===== src/rtl/uvs_ram.sv =====
// ----------------------------------------------------------------------------
// Generic RAM
// Single write port and single read port with a registered read.
// ----------------------------------------------------------------------------
module uvs_ram #(
  parameter int WIDTH = 8,
  parameter int DEPTH = 16,
  localparam int AW = $clog2(DEPTH)
) (
  input  logic             clk,
  input  logic             we,
  input  logic [AW-1:0]    waddr,
  input  logic [WIDTH-1:0] wdata,
  input  logic [AW-1:0]    raddr,
  output logic [WIDTH-1:0] rdata
);

  logic [WIDTH-1:0] mem [DEPTH];

  always_ff @(posedge clk) begin
    if (we) begin
      mem[waddr] <= wdata;
    end
    rdata <= mem[raddr];
  end

endmodule


===== config.mk =====
export PLATFORM = sky130hd
export DESIGN_NAME = uvs_ram
export DESIGN_NICKNAME = d
export VERILOG_FILES = /design/src/rtl/uvs_ram.sv
export SDC_FILE = /design/constraint.sdc
export NUM_CORES = 1
export LEC_CHECK = 0
export CAP_MARGIN = 20
export CORE_UTILIZATION = 55
export CTS_CLUSTER_DIAMETER = 40
export CTS_CLUSTER_SIZE = 28
export DETAILED_ROUTE_END_ITERATION = 7
export DONT_BUFFER_PORTS = 1
export HOLD_SLACK_MARGIN = 0.02
export PLACE_DENSITY = 0.7
export SYNTH_ARGS = -nofsm -noshare
export SYNTH_HDL_FRONTEND = slang
export SYNTH_SLANG_ARGS = --single-unit
export TNS_END_PERCENT = 10

===== constraint.sdc =====
create_clock -name clk -period 2.25 [get_ports clk]
set_input_delay 0.3375 -clock clk [delete_from_list [all_inputs] [get_ports clk]]
set_output_delay 0.3375 -clock clk [all_outputs]
set_load 0.01 [all_outputs]

==> results.cfg <==
[clock_tree]
cts_resized = 0
cts_made_buffers = 17
clk-insertion-delay-late_ns = 0.51
clock-sinks = 136
clk_transition_reported_paths_ns = 0.06
cts-root-to-sink-buffers = 2
holdBufCountCts = 8
cts_root_buffer = clkbuf_8
h-tree-depth = 4
cts_tree = done
post-cts-setup-buffer-count = 0

[timing]
worst_slew_margin_rel_pct = 48.2
fin_crit_ns = 1.42
setup_tns_ns = 0
tightestPinTransition_ns = 0.775
final_hold_viol_count = 0
maxSlewViolCount = 0
whs_ns = 0.128
grt_setup_unrepaired = no
max_clock_freq_mhz = 705
final.setup_skew_ns = 0.00613
min_period_over_period_pct = 63.0
setup_viol = 0

[grt]
track_usage_pct = 22.2
largest_net_degree_at_the_start_of_global_routing = 33
grt_antenna_before_repair = 0
first_global_vias = 2388
gr-total-overflow = 0
grt_first_pass_wirelength_um = 14800

[worst_setup_path]
worst_stage_delay_on_the_critical_path_ns = 0.50
critical_path_class = reg -> reg
worst_path_dominant_cell_family = multiplexers
cp-end-kind = flop
worst_setup_path_start_kind = flop
library_cell_contributing_the_largest_single_delay_on_the_critical_path = mux4_1
worstPathBufferInverterCount = 0
critPathRequiredTime_ns = 2.62
setup.worst_path.start = mem[10][1]$_DFFE_PP_
crit_path_cell_trace = mux4_1 -> a22oi_1 -> nand2_1
arrival_ns = 1.79
rr_startpoint = mem[10][1]$_DFFE_PP_
timing.critical_path.fanout_max = 1

[final_layout]
area_growth_syn_to_layout_pct = 15.9
seq_area_um2 = 4000
layout_commonest_cell = edfxtp_1
post_layout_nonfiller_instances = 377
leading_cell_types_in_the_layout_fill_and_taps_excluded = edfxtp_1 (128), mux4_2 (18), a22oi_1 (16), clkbuf_16 (16), mux4_1 (14)
finalNetCount = 274
final_layout_size_suffix_gt1_share_pct = 22.3
final_core_utilization_pct = 67.1
fillers = 553
multiInputGateArea_um2 = 1060
antenna_cells_inserted = 0

[floorplan]
floorplan.die_area_um2 = 9750
horizontal_die_dimension_um = 98.7
ios = 26
core_region_area_um2 = 8890
rows = 34
start_util_pct = 57.9
dieHeight_um = 98.7

[yosys]
netlist_instances = 229
yosys.cell_types.count = 19
postSynthNetCount = 247
synth_seq_cells = 136
ys_warn_count = 0
synth_area_um2 = 5150
post_synth.cell_area_avg_um2 = 22.5
post_synthesis_sequential_area_ratio_pct = 77.8

[power_and_ir_drop]
power.leakage_uw = 0.00197
report.power.total_uw = 5880
vdd.ir_drop.worst_v = 0.000490
p_per_area_nw_per_um2 = 986

[placement]
dp_hpwl_um = 5600
globalplace.congestion = 0.723
place.port_buffers = 0
dpl.cell_count = 337

[routing]
drc = 0
wirelength_um = 9720
viasPerCell = 6.31
detailroute.via_count = 2380
drt_first_pass_iters = 6
ant_nets = 0
wl_per_instance_um = 25.8
first_iter_violations = 338

[job]
drv_cap = 0

[min_path]
timing.hold.worst.start = raddr[1]
hold_path_class = in -> reg

[status]
status = finished, final reports clean
## power breakdown
group | total, uW | internal, uW | switching, uW
Sequential | 2860 | 2830 | 24.5
Clock | 2820 | 1800 | 1020
Combinational | 201 | 93.2 | 108
Total | 5880 | 4730 | 1150
## sequential cells by signal (all words and copies together), names as in the netlist
| signal | cells |
|---|---|
| mem | 128 |
| rdata | 8 |
## cell type report
class	count	share of cell area (%)
Sequential cell	136	67.1
Multi-Input combinational cell	83	17.7
Clock buffer	17	6.94
Clock inverter	15	3.34
Timing Repair Buffer	18	2.60
Tap cell	108	2.27
## stage by stage
stage | instance area [um^2] | setup slack (ns)
final | 5960 | 0.832
after global routing | 5960 | 0.776
after CTS | 5960 | 0.819
after detailed placement | 5270 | 0.676
after global placement | 5270 | 0.660
after floorplan | 5150 | 0.420
## Yosys cell counts
cell,count,area [um^2]
and2b_1,1,7.51
buf_4,1,7.51
dfxtp_1,8,160
nand3b_1,2,15.0
and2_1,1,6.26
nand3_1,1,5.00
or3b_2,1,8.76
clkdlybuf4s25_2,3,30.0
buf_6,3,33.8
mux4_1,14,368
nand2b_1,2,12.5
buf_2,3,15.0
nand2_1,9,33.8
nor2b_1,1,6.26
nor3_1,4,20.0
a22oi_1,16,120
mux4_2,18,405
edfxtp_1,128,3840
nor2_1,13,48.8
## worst paths after layout
check                           cells past startpoint               end  slack, ns
worst max-delay path                                3  rdata[1]$_DFF_P_       0.83
worst min-delay path                                3  rdata[3]$_DFF_P_       0.13
worst max register to register                      3  rdata[1]$_DFF_P_       0.83
worst min register to register                      3  rdata[3]$_DFF_P_       0.68
## metal layers
layer | share of wire (%) | vias to the layer above | global-route usage, %
li1 | - | 1031 | -
met1 | 44 | 1233 | 33.7
met2 | 49 | 109 | 32.1
met3 | 6.3 | 7 | 5.04
met4 | 0.61 | 0 | 8.61
met5 | 0 | - | 0
## worst reg2reg max path: cells and delay by family, from the launching register on
kind / cells / cell delay, ns
mux: 1 / 0.50
simple gates: 1 / 0.13
flops: 1 / 0.37
compound gates: 1 / 0.30
## cell families (layout without fill, tap and decap cells)
group / Yosys count / after routing / share of synthesized area, %
muxes: 32 / 32 / 15.0
DFF: 136 / 136 / 77.8
and+or+nand+nor: 35 / 35 / 3.18
AOI/OAI and AO/OA: 16 / 16 / 2.33
buffers and inverters: 10 / 50 / 1.68
(Power assumes the default switching activity.)
