## src/rtl/uvs_pkg.sv

```systemverilog
// ----------------------------------------------------------------------------
// UV sphere package
// Shared types, register indexes and fixed-point helpers for the sphere mesh
// generator.
// ----------------------------------------------------------------------------
package uvs_pkg;

  localparam int REG_IDX_W  = 2;
  localparam int CFG_DATA_W = 16;

  localparam logic [REG_IDX_W-1:0] REG_RADIUS  = 2'd0;
  localparam logic [REG_IDX_W-1:0] REG_SECTORS = 2'd1;
  localparam logic [REG_IDX_W-1:0] REG_STACKS  = 2'd2;

  localparam logic [15:0] RADIUS_RESET  = 16'd256;
  localparam logic [8:0]  SECTORS_RESET = 9'd36;
  localparam logic [8:0]  STACKS_RESET  = 9'd18;

  localparam logic [31:0] HALF_PI_Q30  = 32'd1686629713;
  localparam logic [31:0] Q30_ONE      = 32'h4000_0000;
  localparam logic [63:0] Q30_HALF     = 64'h2000_0000;
  localparam logic [31:0] QUARTER_TURN = 32'h4000_0000;
  localparam int          HORNER_STEPS = 6;

  typedef struct packed {
    logic signed [31:0] sinv;
    logic signed [31:0] cosv;
    logic [16:0]        tex;
  } tbl_entry_t;

  function automatic logic [7:0] horner_div(input logic [2:0] k);
    logic [7:0] d;
    case (k)
      3'd0: d = 8'd156;
      3'd1: d = 8'd110;
      3'd2: d = 8'd72;
      3'd3: d = 8'd42;
      3'd4: d = 8'd20;
      3'd5: d = 8'd6;
      default: d = 8'd6;
    endcase
    return d;
  endfunction

  // Reciprocals floor(2^32 / d) of the series divisors.
  function automatic logic [31:0] horner_recip(input logic [2:0] k);
    logic [31:0] m;
    case (k)
      3'd0: m = 32'd27531841;
      3'd1: m = 32'd39045157;
      3'd2: m = 32'd59652323;
      3'd3: m = 32'd102261126;
      3'd4: m = 32'd214748364;
      3'd5: m = 32'd715827882;
      default: m = 32'd715827882;
    endcase
    return m;
  endfunction

  // Shift right with rounding half away from zero.
  function automatic logic signed [63:0] rnd_shift(input logic signed [63:0] v,
                                                   input int unsigned sh);
    logic [63:0] mag;
    mag = v[63] ? 64'(-v) : 64'(v);
    mag = (mag + (64'd1 << (sh - 1))) >> sh;
    return v[63] ? -$signed(mag) : $signed(mag);
  endfunction

endpackage

```

## src/rtl/uvs_front.sv

```systemverilog
// ----------------------------------------------------------------------------
// Cell front end
// Accepts grid cells, checks them against the grid size, expands each into
// its vertex sequence and queues the vertex jobs for the back end.
// ----------------------------------------------------------------------------
module uvs_front import uvs_pkg::*; #(
  parameter int SAW = 9,
  parameter int CAW = 9
) (
  input  logic           clk,
  input  logic           rst,
  input  logic           start,
  input  logic [7:0]     stack_row,
  input  logic [7:0]     sector_column,
  input  logic [SAW-1:0] ns,
  input  logic [CAW-1:0] nc,
  output logic           busy,
  output logic           job_valid,
  output logic [SAW-1:0] job_i,
  output logic [CAW-1:0] job_j,
  output logic           job_last
);

  localparam int JW  = SAW + CAW + 1;
  localparam int QD  = 4;
  localparam int QAW = $clog2(QD);

  localparam logic [2:0] SLOT_UP_FIRST = 3'd0;
  localparam logic [2:0] SLOT_UP_LAST  = 3'd2;
  localparam logic [2:0] SLOT_LO_FIRST = 3'd3;
  localparam logic [2:0] SLOT_LO_LAST  = 3'd5;

  logic [JW-1:0]  queue [QD];
  logic [QAW-1:0] wr_ptr;
  logic [QAW-1:0] rd_ptr;
  logic [QAW:0]   count;
  logic           active;
  logic [2:0]     k;
  logic [2:0]     kend;
  logic [SAW-1:0] base_i;
  logic [CAW-1:0] base_j;
  logic           full;
  logic           push;
  logic           pop;
  logic           is_last;
  logic           di;
  logic           dj;
  logic [JW-1:0]  push_job;
  logic           accept;
  logic           in_range;
  logic           upper;
  logic           lower;

  always_comb begin
    case (k)
      3'd0:    {di, dj} = 2'b10;
      3'd1:    {di, dj} = 2'b01;
      3'd2:    {di, dj} = 2'b00;
      3'd3:    {di, dj} = 2'b10;
      3'd4:    {di, dj} = 2'b11;
      3'd5:    {di, dj} = 2'b01;
      default: {di, dj} = 2'b00;
    endcase
    full     = (count == (QAW+1)'(QD));
    push     = active && !full;
    pop      = (count != '0);
    is_last  = (k == kend);
    push_job = {is_last, base_j + CAW'(dj), base_i + SAW'(di)};
    busy     = active && !(push && is_last);
    accept   = start && !busy;
    in_range = (nc != '0) && (ns != '0) && (32'(stack_row) < 32'(ns))
               && (32'(sector_column) < 32'(nc));
    upper    = (stack_row != 8'd0);
    lower    = (32'(stack_row) + 32'd1 != 32'(ns));
    job_valid = pop;
    {job_last, job_j, job_i} = queue[rd_ptr];
  end

  always_ff @(posedge clk) begin
    if (rst) begin
      active <= 1'b0;
      wr_ptr <= '0;
      rd_ptr <= '0;
      count  <= '0;
    end else begin
      if (push) begin
        queue[wr_ptr] <= push_job;
        wr_ptr        <= wr_ptr + QAW'(1);
        if (!is_last) begin
          k <= k + 3'd1;
        end
      end
      if (pop) begin
        rd_ptr <= rd_ptr + QAW'(1);
      end
      count <= count + (QAW+1)'(push) - (QAW+1)'(pop);
      if (accept) begin
        active <= in_range && (upper || lower);
        k      <= upper ? SLOT_UP_FIRST : SLOT_LO_FIRST;
        kend   <= lower ? SLOT_LO_LAST : SLOT_UP_LAST;
        base_i <= SAW'(stack_row);
        base_j <= CAW'(sector_column);
      end else if (push && is_last) begin
        active <= 1'b0;
      end
    end
  end

endmodule

```

## config.mk

```make
export PLATFORM = sky130hd
export DESIGN_NAME = uvs_front
export DESIGN_NICKNAME = d
export VERILOG_FILES = /design/src/rtl/uvs_pkg.sv /design/src/rtl/uvs_front.sv
export SDC_FILE = /design/constraint.sdc
export NUM_CORES = 1
export LEC_CHECK = 0
export ABC_AREA = 1
export BUFFER_PORTS_ARGS = -buffer_cell sky130_fd_sc_hd__buf_2
export CAP_MARGIN = 20
export CORE_UTILIZATION = 55
export DETAILED_ROUTE_END_ITERATION = 16
export PLACE_DENSITY_LB_ADDON = 0.1
export SLEW_MARGIN = 10
export SYNTH_ARGS = -nofsm -noshare
export SYNTH_HDL_FRONTEND = slang
export SYNTH_SLANG_ARGS = --single-unit
```

## constraint.sdc

```tcl
create_clock -name clk -period 3.4 [get_ports clk]
set_input_delay 0.17 -clock clk [delete_from_list [all_inputs] [get_ports clk]]
set_output_delay 0.17 -clock clk [all_outputs]
set_load 0.05 [all_outputs]
```

==> metrics <==
Clk pwr share around a fifth; highest clock rate 0.429 GHz; initial DRC count ~110; Root Buffer clkbuf_8; Nets between 600 and 700; global route overflow 0; area grow syn2layout 13.6%; Die Y between 90 and 100 µm; RSZ-0062 raised after global routing no; Final Hold Fails 0; area leader, netlist edfxtp_1; Worst EP required 3.23 ns; Logic pwr share 39.4%; Rows 35; initial antenna violation count 0; Pre-antenna DRT Iters 4; antenna diode count 0; fin crit share 68.5%; fillcell total about 750; fin crit period about 2.3 ns; routed wire length 9.60 mm; clock sinks about 110; post-DP HPWL approximately 6.5 mm; run status finished, final reports clean; Worst Tran Pin Value 0.755 ns; endpoints failing setup 0; Mapped Cells 489; area share of the largest cell type after synthesis between 50% and 60%; CP Class reg2out; share of layout cells above drive strength 1 between 10% and 20%; # IOs 58; vias in the first global route ~3300; Pint between 2 and 2.5 mW; post-synthesis sequential area ratio between 60% and 70%; register bit total from synthesis 107; Cell Area, Placed around 0.0056 mm²; # resized after CTS 0; hold crit path type in2reg; YS warnings 0; core area slightly above 0.009 mm²; Cell Pwr Density between 600 and 700 mW/mm²; clock buffer depth 2; antenna-violating nets left 0; Initial Utilization between 50% and 60%; Hold Worst Slack about 0.045 ns; number of enable flip-flop cells after synthesis 97; CTS clk-pin slew, worst paths about 0.10 ns; Max Slew Vio Count 0; P_sw ~1.6 mW; Peak VDD IR a little under 0.3 mV; All-Layer GR Usage roughly a fifth; max_cap viols 0; GPL Wtd Cong 0.830; die area about 0.0098 mm²; sequential power share 41.5%; setup_tns 0 ns; dominant synthesized flop cell edfxtp_1; Avg Synthesized Cell Area ~11 µm²; first-pass GRT wire length ~16 mm; Via Count between 3000 and 4000; port bufs between 50 and 60; Design Area, Final between 0.005 and 0.006 mm²; post-synthesis net count between 500 and 600; largest net degree at the start of global routing 39; Worst slew margin roughly half; synth cell count leaders 97 x edfxtp_1, 71 x nor2_1, 65 x nand2_1, 56 x inv_1, 37 x o21ai_0; clock latency on the worst-skew pair 0.37 ns; Async SR Flop Fraction 0%; Worst EP arrival 2.16 ns; Avg WL per Cell 14.2 µm; R2R cell count 9; H-tree lvl count 3; Crit Path Max Fanout 24; Startpoint Class flip-flop; overall die width between 90 and 100 µm; CTS tree built; Crit. End Element primary output; DRC errors left 0; Synth area leaders edfxtp_1 56%, ha_1 7.5%, nor2_1 5.2%, nand2_1 4.7%, inv_1 4.1%; library cells used by synthesis 37; DR vias/cell approximately 5.3; clock skew approximately 0.014 ns; most frequent cell after synthesis edfxtp_1; sw frac about two fifths; hold path depth 1; Num CTS Buffers 9; Leakage about 2.4 nW; synthesized area between 0.005 and 0.006 mm²
==> power by group through the flow <==
stage / sequential (mW) / combinational (mW) / clock, mW
global placement: 1.61 / 1.47 / 0
floorplan: 1.59 / 1.14 / 0
CTS: 1.58 / 1.51 / 0.741
detailed placement: 1.61 / 1.50 / 0
global route: 1.59 / 1.63 / 0.792
finish: 1.58 / 1.50 / 0.728
==> cell usage in the layout (no fill, tap or decap), drive strengths merged <==
cell type / count
nand4: 4
nand3b: 1
o22ai: 20
clkinv: 4
fa: 1
clkbuf: 11
or2: 4
o21ai: 43
dlygate4sd3: 8
buf: 65
nand2: 68
a22oi: 1
nand3: 26
xor2: 11
o21bai: 1
nor3: 6
edfxtp: 97
and3: 1
a21oi: 9
o21a: 1
dfxtp: 10
a21o: 2
a211oi: 1
nor2: 75
inv: 59
ha: 31
clkinvlp: 1
xnor2: 3
nor3b: 2
==> sequential cells by signal (all words and copies together), names as in the netlist, named ones only <==
| register | count |
|---|---|
| count | 3 |
| base_j | 8 |
| active | 1 |
| base_i | 8 |
| rd_ptr | 2 |
| wr_ptr | 2 |
| k | 3 |
| kend | 2 |
| queue | 76 |
==> routing by layer <==
layer	vias up	routed length, µm	global-route usage (%)
met5	-	0	0
met4	0	104	6.77
met3	7	397	3.55
met2	81	4520	35.6
met1	1668	4570	27.0
li1	1816	-	-
==> final timing paths <==
kind                                           from                     to  slack [ns]
worst max-delay path                      flip-flop               job_i[1]        1.07
worst min-delay path                   stack_row[0]    base_i[0]$_DFFE_PP_        0.04
worst max register to register       k[0]$_DFFE_PP_  queue[2][6]$_DFFE_PP_        1.19
worst min register to register  active$_SDFFE_PP0P_    active$_SDFFE_PP0P_        0.51
==> cells by family (layout without fill, tap and decap cells) <==
group | after synthesis | in the layout | share of synthesized area, %
AOI/OAI and AO/OA | 78 | 78 | 8.47
xor gates and xnor gates | 14 | 14 | 2.37
adders and majority gates | 32 | 32 | 7.89
buffers and inverters | 71 | 148 | 5.25
DFF | 107 | 107 | 60.2
and+or+nand+nor | 187 | 187 | 15.8
==> metrics by stage <==
step | util (%) | instances | power (mW) | setup WS (ns)
floorplan | - | 489 | 2.74 | 1.20
global placement | 61.2 | 653 | 3.07 | 1.28
detailed placement | 61.2 | 653 | 3.10 | 1.20
CTS | 63.9 | 675 | 3.82 | 1.07
global route | 64.2 | 677 | 4.01 | 0.917
finish | 64.2 | 677 | 3.80 | 1.07
==> critical path: stages, from the launching register on <==
cell     delay, ns
dfxtp_1       0.32
inv_1         0.55
buf_4         0.33
o21ai_0       0.11
o22ai_1       0.18
buf_2         0.30
==> cell type report <==
cell class | count | area (µm²) | area share [%]
repair buffers | 73 | 425 | 7.24
well taps | 111 | 139 | 2.37
multi-input cells | 311 | 1780 | 30.4
inverters | 59 | 223 | 3.79
clock inverters | 5 | 47.5 | 0.810
flip-flops and latches | 107 | 3110 | 53.0
clock buffers | 11 | 141 | 2.41
==> timing repair <==
item                       4_1_cts  5_1_grt
setup buffers                    0        0
hold buffers                     6        2
setup endpoints to repair        0        0
hold endpoints to repair         6        2
(Power assumes the default switching activity.)
