## src/rtl/uvs_pkg.sv

```systemverilog
// ----------------------------------------------------------------------------
// UV sphere package
// Shared types, register indexes and fixed-point helpers for the sphere mesh
// generator.
// ----------------------------------------------------------------------------
package uvs_pkg;

  localparam int REG_IDX_W  = 2;
  localparam int CFG_DATA_W = 16;

  localparam logic [REG_IDX_W-1:0] REG_RADIUS  = 2'd0;
  localparam logic [REG_IDX_W-1:0] REG_SECTORS = 2'd1;
  localparam logic [REG_IDX_W-1:0] REG_STACKS  = 2'd2;

  localparam logic [15:0] RADIUS_RESET  = 16'd256;
  localparam logic [8:0]  SECTORS_RESET = 9'd36;
  localparam logic [8:0]  STACKS_RESET  = 9'd18;

  localparam logic [31:0] HALF_PI_Q30  = 32'd1686629713;
  localparam logic [31:0] Q30_ONE      = 32'h4000_0000;
  localparam logic [63:0] Q30_HALF     = 64'h2000_0000;
  localparam logic [31:0] QUARTER_TURN = 32'h4000_0000;
  localparam int          HORNER_STEPS = 6;

  typedef struct packed {
    logic signed [31:0] sinv;
    logic signed [31:0] cosv;
    logic [16:0]        tex;
  } tbl_entry_t;

  function automatic logic [7:0] horner_div(input logic [2:0] k);
    logic [7:0] d;
    case (k)
      3'd0: d = 8'd156;
      3'd1: d = 8'd110;
      3'd2: d = 8'd72;
      3'd3: d = 8'd42;
      3'd4: d = 8'd20;
      3'd5: d = 8'd6;
      default: d = 8'd6;
    endcase
    return d;
  endfunction

  // Reciprocals floor(2^32 / d) of the series divisors.
  function automatic logic [31:0] horner_recip(input logic [2:0] k);
    logic [31:0] m;
    case (k)
      3'd0: m = 32'd27531841;
      3'd1: m = 32'd39045157;
      3'd2: m = 32'd59652323;
      3'd3: m = 32'd102261126;
      3'd4: m = 32'd214748364;
      3'd5: m = 32'd715827882;
      default: m = 32'd715827882;
    endcase
    return m;
  endfunction

  // Shift right with rounding half away from zero.
  function automatic logic signed [63:0] rnd_shift(input logic signed [63:0] v,
                                                   input int unsigned sh);
    logic [63:0] mag;
    mag = v[63] ? 64'(-v) : 64'(v);
    mag = (mag + (64'd1 << (sh - 1))) >> sh;
    return v[63] ? -$signed(mag) : $signed(mag);
  endfunction

endpackage

```

## src/rtl/uvs_sin.sv

```systemverilog
// ----------------------------------------------------------------------------
// Iterative sine unit
// Computes a Q1.30 sine of a 32-bit phase with one shared multiplier,
// stepping through the range reduction and the series evaluation.
// ----------------------------------------------------------------------------
module uvs_sin import uvs_pkg::*; (
  input  logic               clk,
  input  logic               rst,
  input  logic               start,
  input  logic [31:0]        phase,
  output logic               done,
  output logic signed [31:0] y
);

  typedef enum logic [6:0] {
    S_IDLE = 7'b0000001,
    S_X    = 7'b0000010,
    S_X2   = 7'b0000100,
    S_MUL  = 7'b0001000,
    S_DIV  = 7'b0010000,
    S_FIX  = 7'b0100000,
    S_Y    = 7'b1000000
  } sin_state_t;

  sin_state_t  state;
  logic [1:0]  quad;
  logic [30:0] r;
  logic [30:0] x;
  logic [31:0] x2;
  logic [30:0] h;
  logic [31:0] v;
  logic [31:0] q0;
  logic [2:0]  k;
  logic [31:0] mul_a;
  logic [31:0] mul_b;
  logic [63:0] prod;
  logic [63:0] rounded;
  logic [31:0] rem;
  logic [31:0] q;
  logic [31:0] yabs;

  always_comb begin
    case (state)
      S_X: begin
        mul_a = {1'b0, r};
        mul_b = HALF_PI_Q30;
      end
      S_X2: begin
        mul_a = {1'b0, x};
        mul_b = {1'b0, x};
      end
      S_MUL: begin
        mul_a = x2;
        mul_b = {1'b0, h};
      end
      S_DIV: begin
        mul_a = v;
        mul_b = horner_recip(k);
      end
      S_Y: begin
        mul_a = {1'b0, x};
        mul_b = {1'b0, h};
      end
      default: begin
        mul_a = 32'd0;
        mul_b = 32'd0;
      end
    endcase
    prod    = mul_a * mul_b;
    rounded = (prod + Q30_HALF) >> 30;
    rem     = v - 32'(q0 * horner_div(k));
    q       = (rem >= 32'(horner_div(k))) ? q0 + 32'd1 : q0;
    yabs    = (rounded > 64'(Q30_ONE)) ? Q30_ONE : rounded[31:0];
  end

  always_ff @(posedge clk) begin
    if (rst) begin
      state <= S_IDLE;
      done  <= 1'b0;
    end else begin
      done <= (state == S_Y);
      case (state)
        S_IDLE: begin
          if (start) begin
            quad  <= phase[31:30];
            r     <= phase[30] ? Q30_ONE[30:0] - {1'b0, phase[29:0]} : {1'b0, phase[29:0]};
            state <= S_X;
          end
        end
        S_X: begin
          x     <= rounded[30:0];
          state <= S_X2;
        end
        S_X2: begin
          x2    <= rounded[31:0];
          h     <= Q30_ONE[30:0];
          k     <= 3'd0;
          state <= S_MUL;
        end
        S_MUL: begin
          v     <= prod[61:30];
          state <= S_DIV;
        end
        S_DIV: begin
          q0    <= prod[63:32];
          state <= S_FIX;
        end
        S_FIX: begin
          h <= 31'(Q30_ONE - q);
          k <= k + 3'd1;
          if (k == 3'(HORNER_STEPS - 1)) begin
            state <= S_Y;
          end else begin
            state <= S_MUL;
          end
        end
        S_Y: begin
          y     <= quad[1] ? -$signed(yabs) : $signed(yabs);
          state <= S_IDLE;
        end
        default: state <= S_IDLE;
      endcase
    end
  end

endmodule

```

## src/rtl/uvs_fill.sv

```systemverilog
// ----------------------------------------------------------------------------
// Table builder
// Fills the stack and sector tables with sine, cosine and texture values for
// every grid index, using exact incremental division and the sine unit.
// ----------------------------------------------------------------------------
module uvs_fill import uvs_pkg::*; #(
  parameter int CW = 9
) (
  input  logic          clk,
  input  logic          rst,
  input  logic          restart,
  input  logic [CW-1:0] ns,
  input  logic [CW-1:0] nc,
  output logic          busy,
  output logic          we_stack,
  output logic          we_sector,
  output logic [CW-1:0] waddr,
  output tbl_entry_t    wdata
);

  typedef enum logic [7:0] {
    F_IDLE  = 8'b00000001,
    F_LOAD  = 8'b00000010,
    F_DIV   = 8'b00000100,
    F_SINA  = 8'b00001000,
    F_WAITA = 8'b00010000,
    F_SINB  = 8'b00100000,
    F_WAITB = 8'b01000000,
    F_WRITE = 8'b10000000
  } fill_state_t;

  fill_state_t        state;
  logic               tsel;
  logic               dsel;
  logic [CW-1:0]      n;
  logic [CW:0]        divisor;
  logic [32:0]        dvd;
  logic [CW:0]        rem_r;
  logic [32:0]        quo;
  logic [5:0]         bitcnt;
  logic [31:0]        pq;
  logic [CW-1:0]      pr;
  logic [16:0]        tq_step;
  logic [CW:0]        tr_step;
  logic [31:0]        ph;
  logic [CW-1:0]      phr;
  logic [16:0]        tq;
  logic [CW:0]        tr;
  logic [CW-1:0]      idx;
  logic signed [31:0] sa;
  logic signed [31:0] sb;
  logic [CW-1:0]      n_sel;
  logic [CW+1:0]      rr;
  logic               ge;
  logic [CW:0]        rnext;
  logic [CW:0]        psum;
  logic               pcarry;
  logic [CW+1:0]      tsum;
  logic               tcarry;
  logic               sin_start;
  logic [31:0]        sin_phase;
  logic               sin_done;
  logic signed [31:0] sin_y;

  uvs_sin u_sin (
    .clk   (clk),
    .rst   (rst),
    .start (sin_start),
    .phase (sin_phase),
    .done  (sin_done),
    .y     (sin_y)
  );

  always_comb begin
    n_sel     = tsel ? nc : ns;
    rr        = {rem_r, dvd[32]};
    ge        = (rr >= {1'b0, divisor});
    rnext     = ge ? (CW+1)'(rr - {1'b0, divisor}) : rr[CW:0];
    psum      = {1'b0, phr} + {1'b0, pr};
    pcarry    = (psum >= {1'b0, n});
    tsum      = {1'b0, tr} + {1'b0, tr_step};
    tcarry    = (tsum >= {1'b0, n, 1'b0});
    sin_start = (state == F_SINA) || (state == F_SINB);
    sin_phase = (state == F_SINB) ? ph + QUARTER_TURN : ph;
    busy      = (state != F_IDLE);
    we_stack  = (state == F_WRITE) && !tsel;
    we_sector = (state == F_WRITE) && tsel;
    waddr     = idx;
    wdata     = '{sinv: sa, cosv: sb, tex: tq};
  end

  always_ff @(posedge clk) begin
    if (rst || restart) begin
      state <= F_LOAD;
      tsel  <= 1'b0;
    end else begin
      case (state)
        F_LOAD: begin
          if (n_sel == '0) begin
            if (tsel) begin
              state <= F_IDLE;
            end else begin
              tsel <= 1'b1;
            end
          end else begin
            n       <= n_sel;
            divisor <= {1'b0, n_sel};
            dvd     <= tsel ? 33'h1_0000_0000 : 33'h0_8000_0000;
            rem_r   <= '0;
            quo     <= '0;
            bitcnt  <= 6'd0;
            dsel    <= 1'b0;
            state   <= F_DIV;
          end
        end
        F_DIV: begin
          if ((bitcnt == 6'd32) && !dsel) begin
            pq      <= {quo[30:0], ge};
            pr      <= rnext[CW-1:0];
            dsel    <= 1'b1;
            divisor <= {n, 1'b0};
            dvd     <= 33'h0_0002_0000;
            rem_r   <= '0;
            quo     <= '0;
            bitcnt  <= 6'd0;
          end else begin
            dvd    <= {dvd[31:0], 1'b0};
            rem_r  <= rnext;
            quo    <= {quo[31:0], ge};
            bitcnt <= bitcnt + 6'd1;
            if (bitcnt == 6'd32) begin
              tq_step <= {quo[15:0], ge};
              tr_step <= rnext;
              ph      <= 32'd0;
              phr     <= '0;
              tq      <= 17'd0;
              tr      <= {1'b0, n};
              idx     <= '0;
              state   <= F_SINA;
            end
          end
        end
        F_SINA: state <= F_WAITA;
        F_WAITA: begin
          if (sin_done) begin
            sa    <= sin_y;
            state <= F_SINB;
          end
        end
        F_SINB: state <= F_WAITB;
        F_WAITB: begin
          if (sin_done) begin
            sb    <= sin_y;
            state <= F_WRITE;
          end
        end
        F_WRITE: begin
          phr <= pcarry ? CW'(psum - {1'b0, n}) : psum[CW-1:0];
          ph  <= ph + pq + 32'(pcarry);
          tr  <= tcarry ? (CW+1)'(tsum - {1'b0, n, 1'b0}) : tsum[CW:0];
          tq  <= tq + tq_step + 17'(tcarry);
          if (idx == n) begin
            if (tsel) begin
              state <= F_IDLE;
            end else begin
              tsel  <= 1'b1;
              state <= F_LOAD;
            end
          end else begin
            idx   <= idx + CW'(1);
            state <= F_SINA;
          end
        end
        F_IDLE: state <= F_IDLE;
        default: state <= F_IDLE;
      endcase
    end
  end

endmodule

```

## config.mk

```make
export PLATFORM = sky130hd
export DESIGN_NAME = uvs_fill
export DESIGN_NICKNAME = d
export VERILOG_FILES = /design/src/rtl/uvs_pkg.sv /design/src/rtl/uvs_sin.sv /design/src/rtl/uvs_fill.sv
export SDC_FILE = /design/constraint.sdc
export NUM_CORES = 2
export LEC_CHECK = 0
export BUFFER_PORTS_ARGS = -buffer_cell sky130_fd_sc_hd__buf_2
export CELL_PAD_IN_SITES_DETAIL_PLACEMENT = 0
export CELL_PAD_IN_SITES_GLOBAL_PLACEMENT = 1
export CORE_UTILIZATION = 57
export CTS_BUF_LIST = sky130_fd_sc_hd__clkbuf_2
export CTS_CLUSTER_SIZE = 14
export DETAILED_ROUTE_END_ITERATION = 8
export HOLD_SLACK_MARGIN = 0.08
export PLACE_DENSITY = 0.89
export SYNTH_ARGS = -nofsm -noshare
export SYNTH_HDL_FRONTEND = slang
export SYNTH_SLANG_ARGS = --single-unit
export TNS_END_PERCENT = 5
```

## constraint.sdc

```tcl
create_clock -name clk -period 23.6 [get_ports clk]
set_input_delay 5.9 -clock clk [delete_from_list [all_inputs] [get_ports clk]]
set_output_delay 5.9 -clock clk [all_outputs]
set_load 0.01 [all_outputs]
```

==> metrics.txt <==
number of vias per cell around 6.0; library cells used by synthesis 106; Setup Crit Path Kind reg2reg; NumNets Final a little under 9000; Skew-Pair Late Insertion Delay around 1.3 ns; Die H 346 um; Pwr per Cell Area about 24 mW/mm2; DR vias 53073; Hold Path Class reg2reg; Layout area overhead 5.57%; Yosys warning count 0; CP max stage delay around 1.0 ns; post-CTS setup repair buffer count 0; full die area 0.120 mm2; largest net degree at the start of global routing between 70 and 80; Synth area leader fa_1; Num CTS Buffers 136; status finished, final reports clean; drt drc 0; post-synthesis sequential area ratio approximately a quarter; Peak VDD IR 0.0000403 V; Post-CTS Resized 0; first-pass GRT wire length 341 mm; crit path buf inv count 6; Syn Area/Cell 9.49 um2; Crit Reg-Reg Startpoint u_sin.k[0]$_SDFFCE_PN0P_; Worst Reg-to-Reg Cells 44; CP max stage cell a2111oi_0; initial antenna violation count 6; num rows ~130; Pre-Repair DR Iteration Count 6; pre-CTS WS around 7.4 ns; static leakage 31.7 nW; worst hold start quo[30]$_SDFFCE_PN0P_; final setup violation count 0; clock tree from TritonCTS yes; Pins Over Slew Limit 0; final core utilization 61.0%; slack of the critical path approximately 7.0 ns; max-cap violations 0; hold path depth 0; Largest delay share family, worst path simple AND/OR/NAND/NOR gates; drt wl/cell 25.6 um; DRT iter0 DRCs 4832; share of the clock period used by the worst path between 70 and 80%; syn nets 8629; GRT Overall Usage 38.3%; Antenna Nets Post-Route 0; Post-synth EDFFs 516; cell count after placement roughly 8500; most frequent CP cell fa_1; Req. time, crit path between 20 and 25 ns; Tmin final 16.64 ns; I/O Buffers 113; Stages on worst setup path 44; Max-slew headroom 9.52%; crit path launch u_sin.k[0]$_SDFFCE_PN0P_; CORE AREA 0.117 mm2; boundary pin count 114; CP Capture Type register; Final Hold Fails 0; FF+latch count, synth approximately 530; Worst Path Arrival 17.61 ns; Initial Utilization 57.8%; post-route insts no fill 8793; clk sinks 533; FFs w/ async S/R, synth 0%; setup_tns 0 ns; Overflow after GRT 0; FMAX 0.0601 GHz; Post-Syn Area 0.0674 mm2; RSZ-0062 raised after global routing no; crit start category register; H-tree depth 4; design area approximately 0.071 mm2; Final Skew 0.120 ns; post-synthesis instance total 7107; clk buf depth 3; clock-pin slew on the worst setup and hold paths roughly 0.11 ns; Root Driver clkbuf_2; slew of the pin with the lowest slew margin between 1 and 1.5 ns; top cell type's share of synthesized area 30.6%; dpl cell area about 0.070 mm2; Die W 346 um; cts hold-fix bufs 0; Synth Flop Type edfxtp_1; share of cells above drive strength 1 7.89%; GP Congestion 1.09; final wirelength 225 mm; DP HPWL 177 mm; Max Fanout on Critical Path 30; synth top area cells fa_1, edfxtp_1, ha_1, inv_1, nand2_1; number of global-route vias before repair 54279
[cell type report]
type	instances	area (um2)
multi-input cells	5024	46100
fillers	9990	45500
flip-flops and latches	533	15800
diodes	6	15.0
repair buffers	245	1560
clock inverters	51	302
well taps	1524	1910
inverters	1218	4570
clock buffers	192	961
[layout by cell type (no fill, tap or decap), drive strengths merged, types with 29 or more instances in the layout]
master and n:
fa 1030, nand2b 35, and3 50, o21ai 135
and2 191, a211oi 32, xor2 105, nand2 859
ha 471, edfxtp 516, o31ai 29, and4 41
o21bai 42, nor3 82, xnor2 169, nand3 84
nor2 835, buf 245, inv 1221, a21o 67
clkbuf 192, nor4 29, clkinv 41, nand4 88
a21oi 206, a221oi 30, or3 29
[worst reg2reg max path: cells and delay by family, from the launching register on]
family                   cells  cell delay, ns
XOR/XNOR                     1            0.34
flip-flops                   1            0.51
buffers and inverters        6            1.10
AND/OR/NAND/NOR             18            5.01
AO/OA/AOI/OAI                8            4.41
adder cells (fa/ha/maj)     11            4.93
[per-layer routing]
| metal | global-route usage, % | share of wire (%) |
|---|---|---|
| met1 | 48.4 | 38 |
| met2 | 60.4 | 46 |
| met3 | 7.32 | 8.7 |
| met4 | 25.5 | 7.9 |
| met5 | 0 | 0.014 |
[Yosys cell counts (18+ instances only)]
cell type / instances
and3_1: 50
and2_1: 191
a21oi_1: 206
buf_1: 20
nor2_1: 833
o21a_1: 25
nand2_1: 858
nor3_1: 79
nor4_1: 27
o21bai_1: 41
or4_1: 22
inv_1: 1212
o31ai_1: 28
a211oi_1: 30
fa_1: 1030
edfxtp_1: 516
a221oi_1: 29
ha_1: 471
and4_1: 40
nor2b_1: 26
o21ai_0: 129
nand3b_1: 18
nand4_1: 88
a21o_1: 67
a221o_1: 19
xnor2_1: 167
mux2i_1: 21
clkbuf_1: 303
a31oi_1: 23
nand2b_1: 35
o211ai_1: 21
nand3_1: 81
or3_1: 27
xor2_1: 102
[report_power, final]
part	internal (mW)	total, mW	switching, mW
Sequential	1.03	1.04	0.00518
Combinational	0.0176	0.0458	0.0282
Clock	0.255	0.658	0.403
Total	1.31	1.74	0.436
[state kept, by name, indices dropped and copies added (netlist names), 31 cells and up]
name	cells
u_sin.v	32
u_sin.y	32
ph	32
pq	32
u_sin.q0	31
sa	32
quo	31
u_sin.x	31
u_sin.x2	32
u_sin.r	31
sb	32
u_sin.h	31
[logic make-up after synthesis]
logic type	Yosys count	synth area share, %
simple gates	2448	16.6
buf+inv	1550	8.65
fa+ha+maj	1501	39.3
compound gates	765	7.73
flops	533	23.5
xor+xnor	276	3.70
mux	34	0.529
[per-stage QoR]
| step | power, mW | hold WS (ns) |
|---|---|---|
| after floorplan | 1.09 | 0.400 |
| after detailed placement | 1.10 | 0.407 |
| after global routing | 1.80 | 0.461 |
| after CTS | 1.75 | 0.449 |
| after global placement | 1.10 | 0.405 |
| final | 1.74 | 0.437 |
[worst paths after layout]
| check | to | slack [ns] |
|---|---|---|
| setup / recovery | u_sin.y[24]$_DFFE_PP_ | 6.96 |
| hold / removal | pq[31]$_DFFE_PP_ | 0.44 |
| setup reg to reg | u_sin.y[24]$_DFFE_PP_ | 6.96 |
| hold reg to reg | pq[31]$_DFFE_PP_ | 0.44 |
(Power assumes the default switching activity.)
